--- src/hw/rtl/qts_pkg.sv ---
// Shared types and constants for the quoted token splitter.
package qts_pkg;

	localparam int MAX_RUN        = 5;
	localparam int RUN_CNT_W      = 3;
	localparam int CFG_W          = 64;
	localparam int CFG_IDX_W      = 2;
	localparam int QUEUE_DEPTH_DEF = 4;

	localparam logic [7:0] CH_DQUOTE = 8'h22;
	localparam logic [7:0] CH_SLASH  = 8'h2f;
	localparam logic [7:0] CH_LF     = 8'h0a;
	localparam logic [7:0] CH_CR     = 8'h0d;
	localparam logic [7:0] CH_TAB    = 8'h09;
	localparam logic [7:0] CH_SPACE  = 8'h20;
	localparam logic [7:0] CH_NUL    = 8'h00;

	localparam logic [CFG_IDX_W-1:0] CFG_DELIM_LO = 2'd0;
	localparam logic [CFG_IDX_W-1:0] CFG_DELIM_HI = 2'd1;
	localparam logic [CFG_IDX_W-1:0] CFG_EMIT     = 2'd2;

	typedef enum logic [1:0] {
		KIND_BYTE  = 2'd0,
		KIND_END   = 2'd1,
		KIND_DELIM = 2'd2,
		KIND_EOI   = 2'd3
	} kind_t;

	typedef struct packed {
		kind_t      kind;
		logic [7:0] ch;
	} slot_t;

	typedef struct packed {
		slot_t [MAX_RUN-1:0]  slot;
		logic [RUN_CNT_W-1:0] cnt;
	} run_t;

endpackage

--- src/hw/rtl/qts_front.sv ---
// Front end: configuration, byte classification and tokenizer state.
module qts_front (
	input  logic                          clk,
	input  logic                          arst_n,
	input  logic                          cfg_we,
	input  logic [qts_pkg::CFG_IDX_W-1:0] cfg_index,
	input  logic [qts_pkg::CFG_W-1:0]     cfg_data,
	input  logic                          in_accept,
	input  logic [7:0]                    in_char,
	input  logic                          end_of_input,
	output logic                          push,
	output qts_pkg::run_t                 run
);
	import qts_pkg::*;

	logic [CFG_W-1:0] delim_lo_q;
	logic [CFG_W-1:0] delim_hi_q;
	logic             emit_q;

	logic token_open_q, quote_q, comment_q, slash_q;
	logic token_open_d, quote_d, comment_d, slash_d;

	logic is_delim;
	logic is_ws;

	always_ff @(posedge clk or negedge arst_n) begin
		if (!arst_n) begin
			delim_lo_q <= '0;
			delim_hi_q <= '0;
			emit_q     <= 1'b0;
		end else if (cfg_we) begin
			unique case (cfg_index)
				CFG_DELIM_LO: delim_lo_q <= cfg_data;
				CFG_DELIM_HI: delim_hi_q <= cfg_data;
				CFG_EMIT:     emit_q     <= cfg_data[0];
				default: ;
			endcase
		end
	end

	always_comb begin
		if (in_char[7])
			is_delim = 1'b0;
		else if (in_char[6])
			is_delim = delim_hi_q[in_char[5:0]];
		else
			is_delim = delim_lo_q[in_char[5:0]];
	end

	assign is_ws = (in_char == CH_SPACE) || (in_char == CH_TAB) || (in_char == CH_NUL) ||
	               (in_char == CH_CR) || (in_char == CH_LF);

	always_comb begin
		logic [RUN_CNT_W-1:0] n;
		logic                 done;
		n            = '0;
		done         = 1'b0;
		run          = '0;
		token_open_d = token_open_q;
		quote_d      = quote_q;
		comment_d    = comment_q;
		slash_d      = slash_q;

		if (comment_q) begin
			if (in_char == CH_LF)
				comment_d = 1'b0;
		end else if (quote_q) begin
			if (in_char == CH_DQUOTE) begin
				quote_d = 1'b0;
				if (token_open_d) begin
					run.slot[n]  = slot_t'{kind: KIND_END, ch: 8'h00};
					n            = n + 3'd1;
					token_open_d = 1'b0;
				end
			end else begin
				run.slot[n]  = slot_t'{kind: KIND_BYTE, ch: in_char};
				n            = n + 3'd1;
				token_open_d = 1'b1;
			end
		end else begin
			if (slash_q) begin
				slash_d = 1'b0;
				if (in_char == CH_SLASH) begin
					if (token_open_d) begin
						run.slot[n]  = slot_t'{kind: KIND_END, ch: 8'h00};
						n            = n + 3'd1;
						token_open_d = 1'b0;
					end
					comment_d = 1'b1;
					done      = 1'b1;
				end else begin
					run.slot[n]  = slot_t'{kind: KIND_BYTE, ch: CH_SLASH};
					n            = n + 3'd1;
					token_open_d = 1'b1;
				end
			end
			if (!done) begin
				if (is_delim) begin
					if (token_open_d) begin
						run.slot[n]  = slot_t'{kind: KIND_END, ch: 8'h00};
						n            = n + 3'd1;
						token_open_d = 1'b0;
					end
					if (emit_q) begin
						run.slot[n] = slot_t'{kind: KIND_DELIM, ch: in_char};
						n           = n + 3'd1;
					end
				end else if (is_ws) begin
					if (token_open_d) begin
						run.slot[n]  = slot_t'{kind: KIND_END, ch: 8'h00};
						n            = n + 3'd1;
						token_open_d = 1'b0;
					end
				end else if (in_char == CH_DQUOTE) begin
					quote_d = 1'b1;
				end else if (in_char == CH_SLASH) begin
					slash_d = 1'b1;
				end else begin
					run.slot[n]  = slot_t'{kind: KIND_BYTE, ch: in_char};
					n            = n + 3'd1;
					token_open_d = 1'b1;
				end
			end
		end

		if (end_of_input) begin
			if (slash_d) begin
				run.slot[n]  = slot_t'{kind: KIND_BYTE, ch: CH_SLASH};
				n            = n + 3'd1;
				token_open_d = 1'b1;
			end
			if (token_open_d) begin
				run.slot[n] = slot_t'{kind: KIND_END, ch: 8'h00};
				n           = n + 3'd1;
			end
			run.slot[n]  = slot_t'{kind: KIND_EOI, ch: 8'h00};
			n            = n + 3'd1;
			token_open_d = 1'b0;
			quote_d      = 1'b0;
			comment_d    = 1'b0;
			slash_d      = 1'b0;
		end

		run.cnt = n;
	end

	assign push = in_accept && (run.cnt != '0);

	always_ff @(posedge clk or negedge arst_n) begin
		if (!arst_n) begin
			token_open_q <= 1'b0;
			quote_q      <= 1'b0;
			comment_q    <= 1'b0;
			slash_q      <= 1'b0;
		end else if (in_accept) begin
			token_open_q <= token_open_d;
			quote_q      <= quote_d;
			comment_q    <= comment_d;
			slash_q      <= slash_d;
		end
	end

endmodule

--- src/hw/rtl/qts_queue.sv ---
// Run queue between the front end and the output sequencer.
module qts_queue #(
	parameter int DEPTH = qts_pkg::QUEUE_DEPTH_DEF
) (
	input  logic          clk,
	input  logic          arst_n,
	input  logic          push,
	input  qts_pkg::run_t push_run,
	input  logic          pop,
	output logic          full,
	output logic          not_empty,
	output qts_pkg::run_t head_run
);
	import qts_pkg::*;

	localparam int AW = (DEPTH > 1) ? $clog2(DEPTH) : 1;
	localparam int CW = $clog2(DEPTH + 1);
	localparam logic [AW-1:0] LAST_PTR = AW'(DEPTH - 1);
	localparam logic [CW-1:0] FULL_CNT = CW'(DEPTH);

	run_t            mem_q [DEPTH];
	logic [AW-1:0]   wr_ptr_q;
	logic [AW-1:0]   rd_ptr_q;
	logic [CW-1:0]   count_q;
	logic            do_push;
	logic            do_pop;

	assign full      = (count_q == FULL_CNT);
	assign not_empty = (count_q != '0);
	assign do_push   = push && !full;
	assign do_pop    = pop && not_empty;
	assign head_run  = mem_q[rd_ptr_q];

	always_ff @(posedge clk) begin
		if (do_push)
			mem_q[wr_ptr_q] <= push_run;
	end

	always_ff @(posedge clk or negedge arst_n) begin
		if (!arst_n) begin
			wr_ptr_q <= '0;
			rd_ptr_q <= '0;
			count_q  <= '0;
		end else begin
			if (do_push)
				wr_ptr_q <= (wr_ptr_q == LAST_PTR) ? '0 : wr_ptr_q + AW'(1);
			if (do_pop)
				rd_ptr_q <= (rd_ptr_q == LAST_PTR) ? '0 : rd_ptr_q + AW'(1);
			if (do_push && !do_pop)
				count_q <= count_q + CW'(1);
			else if (do_pop && !do_push)
				count_q <= count_q - CW'(1);
		end
	end

endmodule

--- src/hw/rtl/qts_back.sv ---
// Output sequencer: holds one run and issues its results one per cycle while out_stall is low.
module qts_back (
	input  logic          clk,
	input  logic          arst_n,
	input  logic          run_valid,
	input  qts_pkg::run_t head_run,
	output logic          pop,
	output logic          out_valid,
	input  logic          out_stall,
	output logic [1:0]    kind,
	output logic [7:0]    out_char,
	output logic          last_of_run
);
	import qts_pkg::*;

	run_t                 cur_q;
	logic [RUN_CNT_W-1:0] idx_q;
	logic                 busy_q;
	logic                 out_accept;
	slot_t                cur_slot;

	assign cur_slot    = cur_q.slot[idx_q];
	assign out_valid   = busy_q;
	assign kind        = cur_slot.kind;
	assign out_char    = cur_slot.ch;
	assign last_of_run = (idx_q == cur_q.cnt - 3'd1);
	assign out_accept  = busy_q && !out_stall;
	assign pop         = run_valid && (!busy_q || (out_accept && last_of_run));

	always_ff @(posedge clk) begin
		if (pop)
			cur_q <= head_run;
	end

	always_ff @(posedge clk or negedge arst_n) begin
		if (!arst_n) begin
			busy_q <= 1'b0;
			idx_q  <= '0;
		end else if (pop) begin
			busy_q <= 1'b1;
			idx_q  <= '0;
		end else if (out_accept) begin
			if (last_of_run)
				busy_q <= 1'b0;
			else
				idx_q <= idx_q + 3'd1;
		end
	end

endmodule

--- src/hw/rtl/quoted_token_splitter.sv ---
// Top level of the quoted token splitter.
//
//  channel | direction | handshake           | payload
//  --------+-----------+---------------------+-------------------------------
//  input   | in        | in_valid / in_stall | in_char, end_of_input
//  output  | out       | out_valid/out_stall | kind, out_char, last_of_run
//  config  | in        | cfg_we              | cfg_index, cfg_data
//
// One byte is taken every cycle while the run queue has room; each byte's results
// (up to four) form one queue entry, and the sequencer issues one result per cycle
// while out_stall is low; a byte without results makes no queue entry.
// The sequencer takes the head run when idle or when its last result is taken.
// Reset clears the tokenizer state, the configuration and the queue.
// in_stall is high while the queue is full; out_stall holds the current result.
module quoted_token_splitter #(
	parameter int QUEUE_DEPTH = qts_pkg::QUEUE_DEPTH_DEF
) (
	input  logic                          clk,
	input  logic                          arst_n,
	input  logic                          cfg_we,
	input  logic [qts_pkg::CFG_IDX_W-1:0] cfg_index,
	input  logic [qts_pkg::CFG_W-1:0]     cfg_data,
	input  logic                          in_valid,
	output logic                          in_stall,
	input  logic [7:0]                    in_char,
	input  logic                          end_of_input,
	output logic                          out_valid,
	input  logic                          out_stall,
	output logic [1:0]                    kind,
	output logic [7:0]                    out_char,
	output logic                          last_of_run
);
	import qts_pkg::*;

	logic in_accept;
	logic push;
	logic pop;
	logic full;
	logic not_empty;
	run_t push_run;
	run_t head_run;

	assign in_stall  = full;
	assign in_accept = in_valid && !full;

	qts_front u_front (
		.clk          (clk),
		.arst_n       (arst_n),
		.cfg_we       (cfg_we),
		.cfg_index    (cfg_index),
		.cfg_data     (cfg_data),
		.in_accept    (in_accept),
		.in_char      (in_char),
		.end_of_input (end_of_input),
		.push         (push),
		.run          (push_run)
	);

	qts_queue #(
		.DEPTH (QUEUE_DEPTH)
	) u_queue (
		.clk       (clk),
		.arst_n    (arst_n),
		.push      (push),
		.push_run  (push_run),
		.pop       (pop),
		.full      (full),
		.not_empty (not_empty),
		.head_run  (head_run)
	);

	qts_back u_back (
		.clk         (clk),
		.arst_n      (arst_n),
		.run_valid   (not_empty),
		.head_run    (head_run),
		.pop         (pop),
		.out_valid   (out_valid),
		.out_stall   (out_stall),
		.kind        (kind),
		.out_char    (out_char),
		.last_of_run (last_of_run)
	);

	a_run_continues: assert property (@(posedge clk) disable iff (!arst_n)
		out_valid && !out_stall && !last_of_run |=> out_valid)
		else $error("run ended before its last result");

	a_eoi_last: assert property (@(posedge clk) disable iff (!arst_n)
		out_valid && (kind == KIND_EOI) |-> last_of_run)
		else $error("end of input is not the last result of its run");

	a_mark_zero: assert property (@(posedge clk) disable iff (!arst_n)
		out_valid && ((kind == KIND_END) || (kind == KIND_EOI)) |-> (out_char == 8'h00))
		else $error("end mark carries a nonzero byte");

	a_push_fits: assert property (@(posedge clk) disable iff (!arst_n)
		push |-> !full)
		else $error("run pushed into a full queue");

endmodule

--- config.mk ---
export PLATFORM = sky130hd
export DESIGN_NAME = quoted_token_splitter
export DESIGN_NICKNAME = d
export VERILOG_FILES = /design/src/hw/rtl/qts_pkg.sv /design/src/hw/rtl/qts_front.sv /design/src/hw/rtl/qts_queue.sv /design/src/hw/rtl/qts_back.sv /design/src/hw/rtl/quoted_token_splitter.sv
export SDC_FILE = /design/constraint.sdc
export NUM_CORES = 1
export LEC_CHECK = 0
export BUFFER_PORTS_ARGS = -buffer_cell sky130_fd_sc_hd__buf_2
export CORE_MARGIN = 2
export CORE_UTILIZATION = 40
export DETAILED_ROUTE_END_ITERATION = 6
export SLEW_MARGIN = 15
export SYNTH_ARGS = -nofsm -noshare
export SYNTH_HDL_FRONTEND = slang
export SYNTH_HIERARCHICAL = 1
export SYNTH_SLANG_ARGS = --single-unit
--- constraint.sdc ---
create_clock -name clk -period 7.85 [get_ports clk]
set_clock_uncertainty 0.15 [all_clocks]
set_input_delay 1.57 -clock clk [delete_from_list [all_inputs] [get_ports clk]]
set_output_delay 1.57 -clock clk [all_outputs]
set_load 0.005 [all_outputs]
==> results.py, run 1 <==
metrics = {
    "clock_tree": {
        "cts_resized": 0,
        "insertion_delay_ps": 580,
        "cts.sinks": 409,
        "cts_tree": "done",
        "holdBufCountCts": 0,
        "cts_buffers": 43,
        "post_cts_buffers": 0,
        "cts_max_level": 2,
        "clock_path_buffers": 3,
        "cts_root_buf": "clkbuf_16",
        "cts.clk_slew.worst_paths_ps": 60,
    },
    "synthesis": {
        "synthArstFlopShare_pct": 35.2,
        "yosys.area.top_type": "edfxtp_1",
        "synthCells": 1101,
        "synth_edf_count": 265,
        "synth_top_flop_cell": "edfxtp_1",
        "synthTopCellsByCount": "265 x edfxtp_1, 144 x dfrtp_1, 137 x mux2_2",
        "synth.distinct_cells": 86,
        "syn-cell-area_sq_mm": 0.0181,
        "netlist.area_leader.share_pct": 44.0,
        "synth_seq_cells": 409,
        "ys_seq_area_share_pct": 63.9,
        "synth.most_common_cell": "edfxtp_1",
        "synth_area_leaders": "edfxtp_1 44%, dfrtp_1 20%, mux4_2 9.5%",
        "syn_avg_cell_area_sq_um": 16.4,
        "yosys_warnings": 6,
    },
    "cells_and_area": {
        "insertedDiodeCount": 0,
        "drive_gt1_share_pct": 34.9,
        "area_growth_syn_to_layout_pct": 13.5,
        "nNetsFinal": 1295,
        "fin_area_sq_mm": 0.0205,
    },
    "critical_path": {
        "crit_path_end_kind": "flip-flop",
        "regToRegSetupSlack_ps": 2100,
        "crit_type": "input port to flip-flop",
        "worst-path-max-fanout": 11,
        "critical-path-max-stage-delay_ps": 370,
        "r2r-start": "u_front/slash_q",
        "critPathLaunchType": "input port",
        "critPathSlowestCell": "fa_1",
        "ff2ff_path_depth": 24,
        "rr_endpoint": "u_queue/count_q[2]",
        "crit_start": "in_char[5]",
        "cp.required_ps": 8190,
        "cp.arrival_ps": 7380,
        "endpoint": "u_queue/count_q[2]",
    },
    "floorplan": {
        "start_util_pct": 40.7,
        "core_area_sq_mm": 0.0444,
        "die_h_microns": 217,
        "die_width_microns": 217,
        "rows": 77,
        "pin_count": 93,
        "dieArea_sq_mm": 0.0470,
    },
    "timing": {
        "max_freq_mhz": 142,
        "finalCritPeriodShare_pct": 89.7,
        "setup_ws_ps": 806,
        "hold_slack_ps": 342,
        "drv_slew": 0,
        "fin_crit_ps": 7040,
        "setup_tns_ps": 0,
        "rsz0062_at_grt": "no",
        "setup_viol_count_final": 0,
        "max-slew-margin-rel_pct": 39.4,
        "hold_viol_final": 0,
        "tightestPinTransition_ps": 908,
    },
    "placement": {
        "dpl_cell_area_sq_mm": 0.0191,
        "pre_cts_slack_ps": 293,
        "port_buffers": 92,
        "dp_hpwl_microns": 24800,
        "gp_congestion": 0.886,
    },
    "power": {
        "p_total_uw": 6680,
        "powerDensity_mw_per_mm2": 325,
        "peakVddDrop_mv": 0.177,
        "p_leak_uw": 0.00766,
    },
    "drt": {
        "drc": 0,
        "drtIter0Drc": 847,
        "vias_per_cell": 5.41,
        "ant_nets": 0,
        "vias": 9874,
        "wl_per_cell_microns": 21.0,
        "wirelength_microns": 38400,
        "dr.pass1.iters": 5,
    },
    "grt": {
        "grt_usage_pct": 16.7,
        "grt_overflow": 0,
        "grt_max_degree": 81,
        "antenna_found_initial": 1,
        "grt_pass1_vias": 10257,
        "grt_pass1_wl_microns": 60300,
    },
    "run_status": {
        "status": "finished clean",
    },
    "job": {
        "drv_cap": 0,
    },
    "min_path": {
        "hold_path.class": "flip-flop to flip-flop",
    },
}
-- cells in the final DEF, fill, tap and decap left out, drive strengths merged, types with 6 or more instances in the layout --
cell type    n
a21oi       18
a22oi        8
and2         6
and3        11
buf        118
clkbuf      58
clkinv      14
conb        10
dfrtp      144
edfxtp     265
ha          13
inv         35
mux2       140
mux2i       32
mux4        81
nand2       54
nand3       22
nor2        39
nor2b        7
nor3        14
o21ai       31
xnor2        7
-- metrics by stage --
step	cells	utilization, %
6_report	1824	46.2
5_1_grt	1824	46.2
4_1_cts	1824	46.2
3_5_place_dp	1748	43.1
3_3_place_gp	1748	43.1
2_1_floorplan	1110	-
-- sequential cells by signal, indices dropped and copies added (netlist names), 2 cells and up --
register / flops
u_queue/wr_ptr_q: 2
u_front/delim_hi_q: 64
u_front/delim_lo_q: 64
u_queue/rd_ptr_q: 2
u_queue/count_q: 3
u_back/idx_q: 3
u_queue/mem_q: 212
u_back/cur_q: 53
-- kinds of logic after synthesis --
| logic type | count (synthesis) | synth area share, % |
|---|---|---|
| DFF | 409 | 63.9 |
| AOI/OAI and AO/OA | 118 | 4.82 |
| muxes | 253 | 20.8 |
| and+or+nand+nor | 187 | 5.41 |
| adders and majority gates | 14 | 1.01 |
| buffers and inverters | 108 | 3.46 |
| xor gates and xnor gates | 11 | 0.615 |
| other | 1 | 0.0207 |
-- worst min path at each step --
stage | to | slack, ps | depth (start not counted) | from
floorplan | u_queue/count_q[2] | 300 | 1 | u_queue/count_q[2]
global placement | u_queue/count_q[2] | 320 | 1 | u_queue/count_q[2]
detailed placement | u_queue/count_q[2] | 330 | 1 | u_queue/count_q[2]
CTS | u_queue/count_q[2] | 340 | 1 | u_queue/count_q[2]
global route | u_queue/count_q[2] | 340 | 1 | u_queue/count_q[2]
finish | u_queue/count_q[2] | 340 | 1 | u_queue/count_q[2]
-- routing by layer --
layer | track usage, % | routed length [microns] | share of wire, % | vias up
li1 | - | - | - | 4470
met1 | 22.9 | 17400 | 45 | 5087
met2 | 27.1 | 18300 | 48 | 259
met3 | 2.88 | 1780 | 4.6 | 56
met4 | 5.55 | 862 | 2.2 | 2
met5 | 0 | 12 | 0.031 | -
-- area by class of cell --
cell class,count,area [sq um]
Timing Repair Buffer,118,714
Clock buffer,58,1200
Clock inverter,18,208
Inverter,36,138
Multi-Input combinational cell,593,5970
Sequential cell,409,11600
Tap cell,592,741
Fill cell,3828,23900
-- critical path: cells and delay by family --
kind	cells	cell delay, ps
AND/OR/NAND/NOR	8	1510
adder cells (fa/ha/maj)	5	1480
AO/OA/AOI/OAI	6	1210
buffers and inverters	7	860
XOR/XNOR	3	520
multiplexers	1	220
-- where the power goes --
group / switching [uW] / internal, uW / leakage [uW]
clock network: 824 / 1180 / 0.000683
logic: 793 / 760 / 0.00285
registers: 226 / 2900 / 0.00413
(Power assumes the default switching activity.)
==> run 2: changes to the inputs <==
Settings changed: PLACE_DENSITY_LB_ADDON set to 0.2.
==> run 2 against run 1 <==
Effect of this change: design area up 0.84%; first-iteration DRC count down 24%; register-to-register slack worse by 50 ps; worst setup slack better by 160 ps; die area unchanged; clock power up 11%; count of clock-buffer cells in the layout up 6; global-route usage up 0.29 points; sequential share of layout area down 0.48 points; hold slack worse by 6.0 ps; sequential cell count unchanged; critical endpoint unchanged; largest cell class unchanged.
==> results.py, run 2 (synthesized netlist as in run 1, its figures left out) <==
metrics = {
    "job": {
        "drv_cap": 0,
    },
    "timing": {
        "finalCritPeriodShare_pct": 87.7,
        "hold_viol_final": 0,
        "rsz0062_at_grt": "no",
        "drv_slew": 0,
        "max_freq_mhz": 145,
        "tightestPinTransition_ps": 1090,
        "setup_tns_ps": 0,
        "fin_crit_ps": 6890,
        "max-slew-margin-rel_pct": 27.2,
        "setup_viol_count_final": 0,
    },
    "drt": {
        "wirelength_microns": 38800,
        "vias_per_cell": 5.39,
        "dr.pass1.iters": 5,
        "drc": 0,
        "ant_nets": 0,
        "drtIter0Drc": 643,
        "vias": 9863,
        "wl_per_cell_microns": 21.2,
    },
    "min_path": {
        "hold_path.class": "flip-flop to flip-flop",
    },
    "placement": {
        "dp_hpwl_microns": 24700,
        "port_buffers": 92,
        "dpl_cell_area_sq_mm": 0.0191,
        "gp_congestion": 0.882,
    },
    "grt": {
        "grt_pass1_vias": 10396,
        "grt_pass1_wl_microns": 61400,
        "grt_overflow": 0,
        "grt_usage_pct": 17.0,
        "antenna_found_initial": 1,
        "grt_max_degree": 82,
    },
    "floorplan": {
        "rows": 77,
        "die_width_microns": 217,
        "die_h_microns": 217,
        "start_util_pct": 40.7,
        "pin_count": 93,
        "dieArea_sq_mm": 0.0470,
        "core_area_sq_mm": 0.0444,
    },
    "clock_tree": {
        "cts.sinks": 409,
        "cts_resized": 0,
        "cts_root_buf": "clkbuf_16",
        "cts.clk_slew.worst_paths_ps": 60,
        "cts_buffers": 46,
        "clock_path_buffers": 3,
        "cts_tree": "done",
        "post_cts_buffers": 0,
        "holdBufCountCts": 0,
        "insertion_delay_ps": 570,
        "cts_max_level": 2,
    },
    "cells_and_area": {
        "largest_reg_flops": 212,
        "n_fill_cell": 3848,
        "insertedDiodeCount": 0,
        "fin_area_sq_mm": 0.0207,
        "top_register": "u_queue/mem_q",
        "drive_gt1_share_pct": 34.9,
        "multiInputGateArea_sq_mm": 0.00597,
        "seqCellArea_sq_mm": 0.0116,
        "mostFrequentLayoutCells": "265 x edfxtp_1, 142 x dfrtp_1, 137 x mux2_2",
        "nNetsFinal": 1296,
        "final_common_cell": "edfxtp_1",
        "reg_top3": "u_queue/mem_q: 212 flops, u_front/delim_hi_q: 64 flops, u_front/delim_lo_q: 64 flops",
        "area_growth_syn_to_layout_pct": 14.4,
    },
    "critical_path": {
        "crit_path_end_kind": "flip-flop",
        "cp.arrival_ps": 7240,
        "cp.required_ps": 8200,
        "crit_path_frequent_cell": "ha_1",
        "critPathLaunchType": "input port",
        "critPathSlowestCell": "and3_1",
        "worst-path-max-fanout": 11,
        "crit_type": "input port to flip-flop",
        "critical-path-max-stage-delay_ps": 370,
    },
    "power": {
        "peakVddDrop_mv": 0.183,
        "powerDensity_mw_per_mm2": 333,
        "p_leak_uw": 0.00775,
    },
    "run_status": {
        "status": "finished clean",
    },
}
-- run 2: cell count changes in the layout (fill, tap and decap cells not counted), moves of 2 or more --
cell | before | now
buf_12 | 4 | 6
clkbuf_8 | 7 | 5
bufinv_16 | 3 | 7
clkinv_2 | 4 | 6
clkbuf_1 | 8 | 13
clkbuf_16 | 43 | 46
buf_4 | 23 | 19
-- run 2: worst paths after layout --
kind,from,endpoint,slack (ps),depth (start not counted)
min,u_queue/count_q[2],u_queue/count_q[2],340,1
min reg2reg,u_queue/count_q[2],u_queue/count_q[2],340,1
max in group asynchronous,arst_n,u_front/delim_hi_q[13],5220,2
min in group asynchronous,arst_n,u_front/delim_hi_q[23],850,1
max,in_char[5],u_queue/count_q[2],960,29
max reg2reg,u_front/comment_q,u_queue/count_q[2],2050,22
-- run 2: layout make-up --
class | count | share of cell area, %
Tap cell | 592 | 3.58
Timing Repair Buffer | 116 | 3.50
Multi-Input combinational cell | 593 | 28.8
Clock buffer | 64 | 6.13
Sequential cell | 409 | 55.8
Inverter | 36 | 0.665
Clock inverter | 21 | 1.47
-- run 2: stage by stage --
step / std cells / setup slack (ps) / power, uW / hold slack, ps / util [%]
2_1_floorplan: 1110 / 524 / 4300 / 304 / -
3_3_place_gp: 1746 / 502 / 4740 / 325 / 43.1
6_report: 1831 / 964 / 6900 / 336 / 46.6
3_5_place_dp: 1746 / 419 / 4770 / 331 / 43.1
5_1_grt: 1831 / 439 / 7250 / 367 / 46.6
4_1_cts: 1831 / 1010 / 7010 / 340 / 46.6
-- run 2: layer usage --
metal | wire [microns] | vias to the layer above | global-route usage [%]
met3 | 1850 | 46 | 3.30
met1 | 17700 | 5095 | 23.5
met5 | 16 | - | 0
met4 | 604 | 2 | 4.22
met2 | 18700 | 237 | 27.8
li1 | - | 4483 | -
-- run 2: worst max-delay path, delay by kind of cell --
kind                     cells  cell delay (ps)
AO/OA/AOI/OAI                4              610
AND/OR/NAND/NOR              8             1620
buffers and inverters        6              660
adder cells (fa/ha/maj)      6             1760
multiplexers                 2              450
XOR/XNOR                     3              520
-- run 2: where the power goes --
group	switching (uW)	internal (uW)
sequential	208	2900
clock	856	1360
combinational	809	766
total	1870	5030
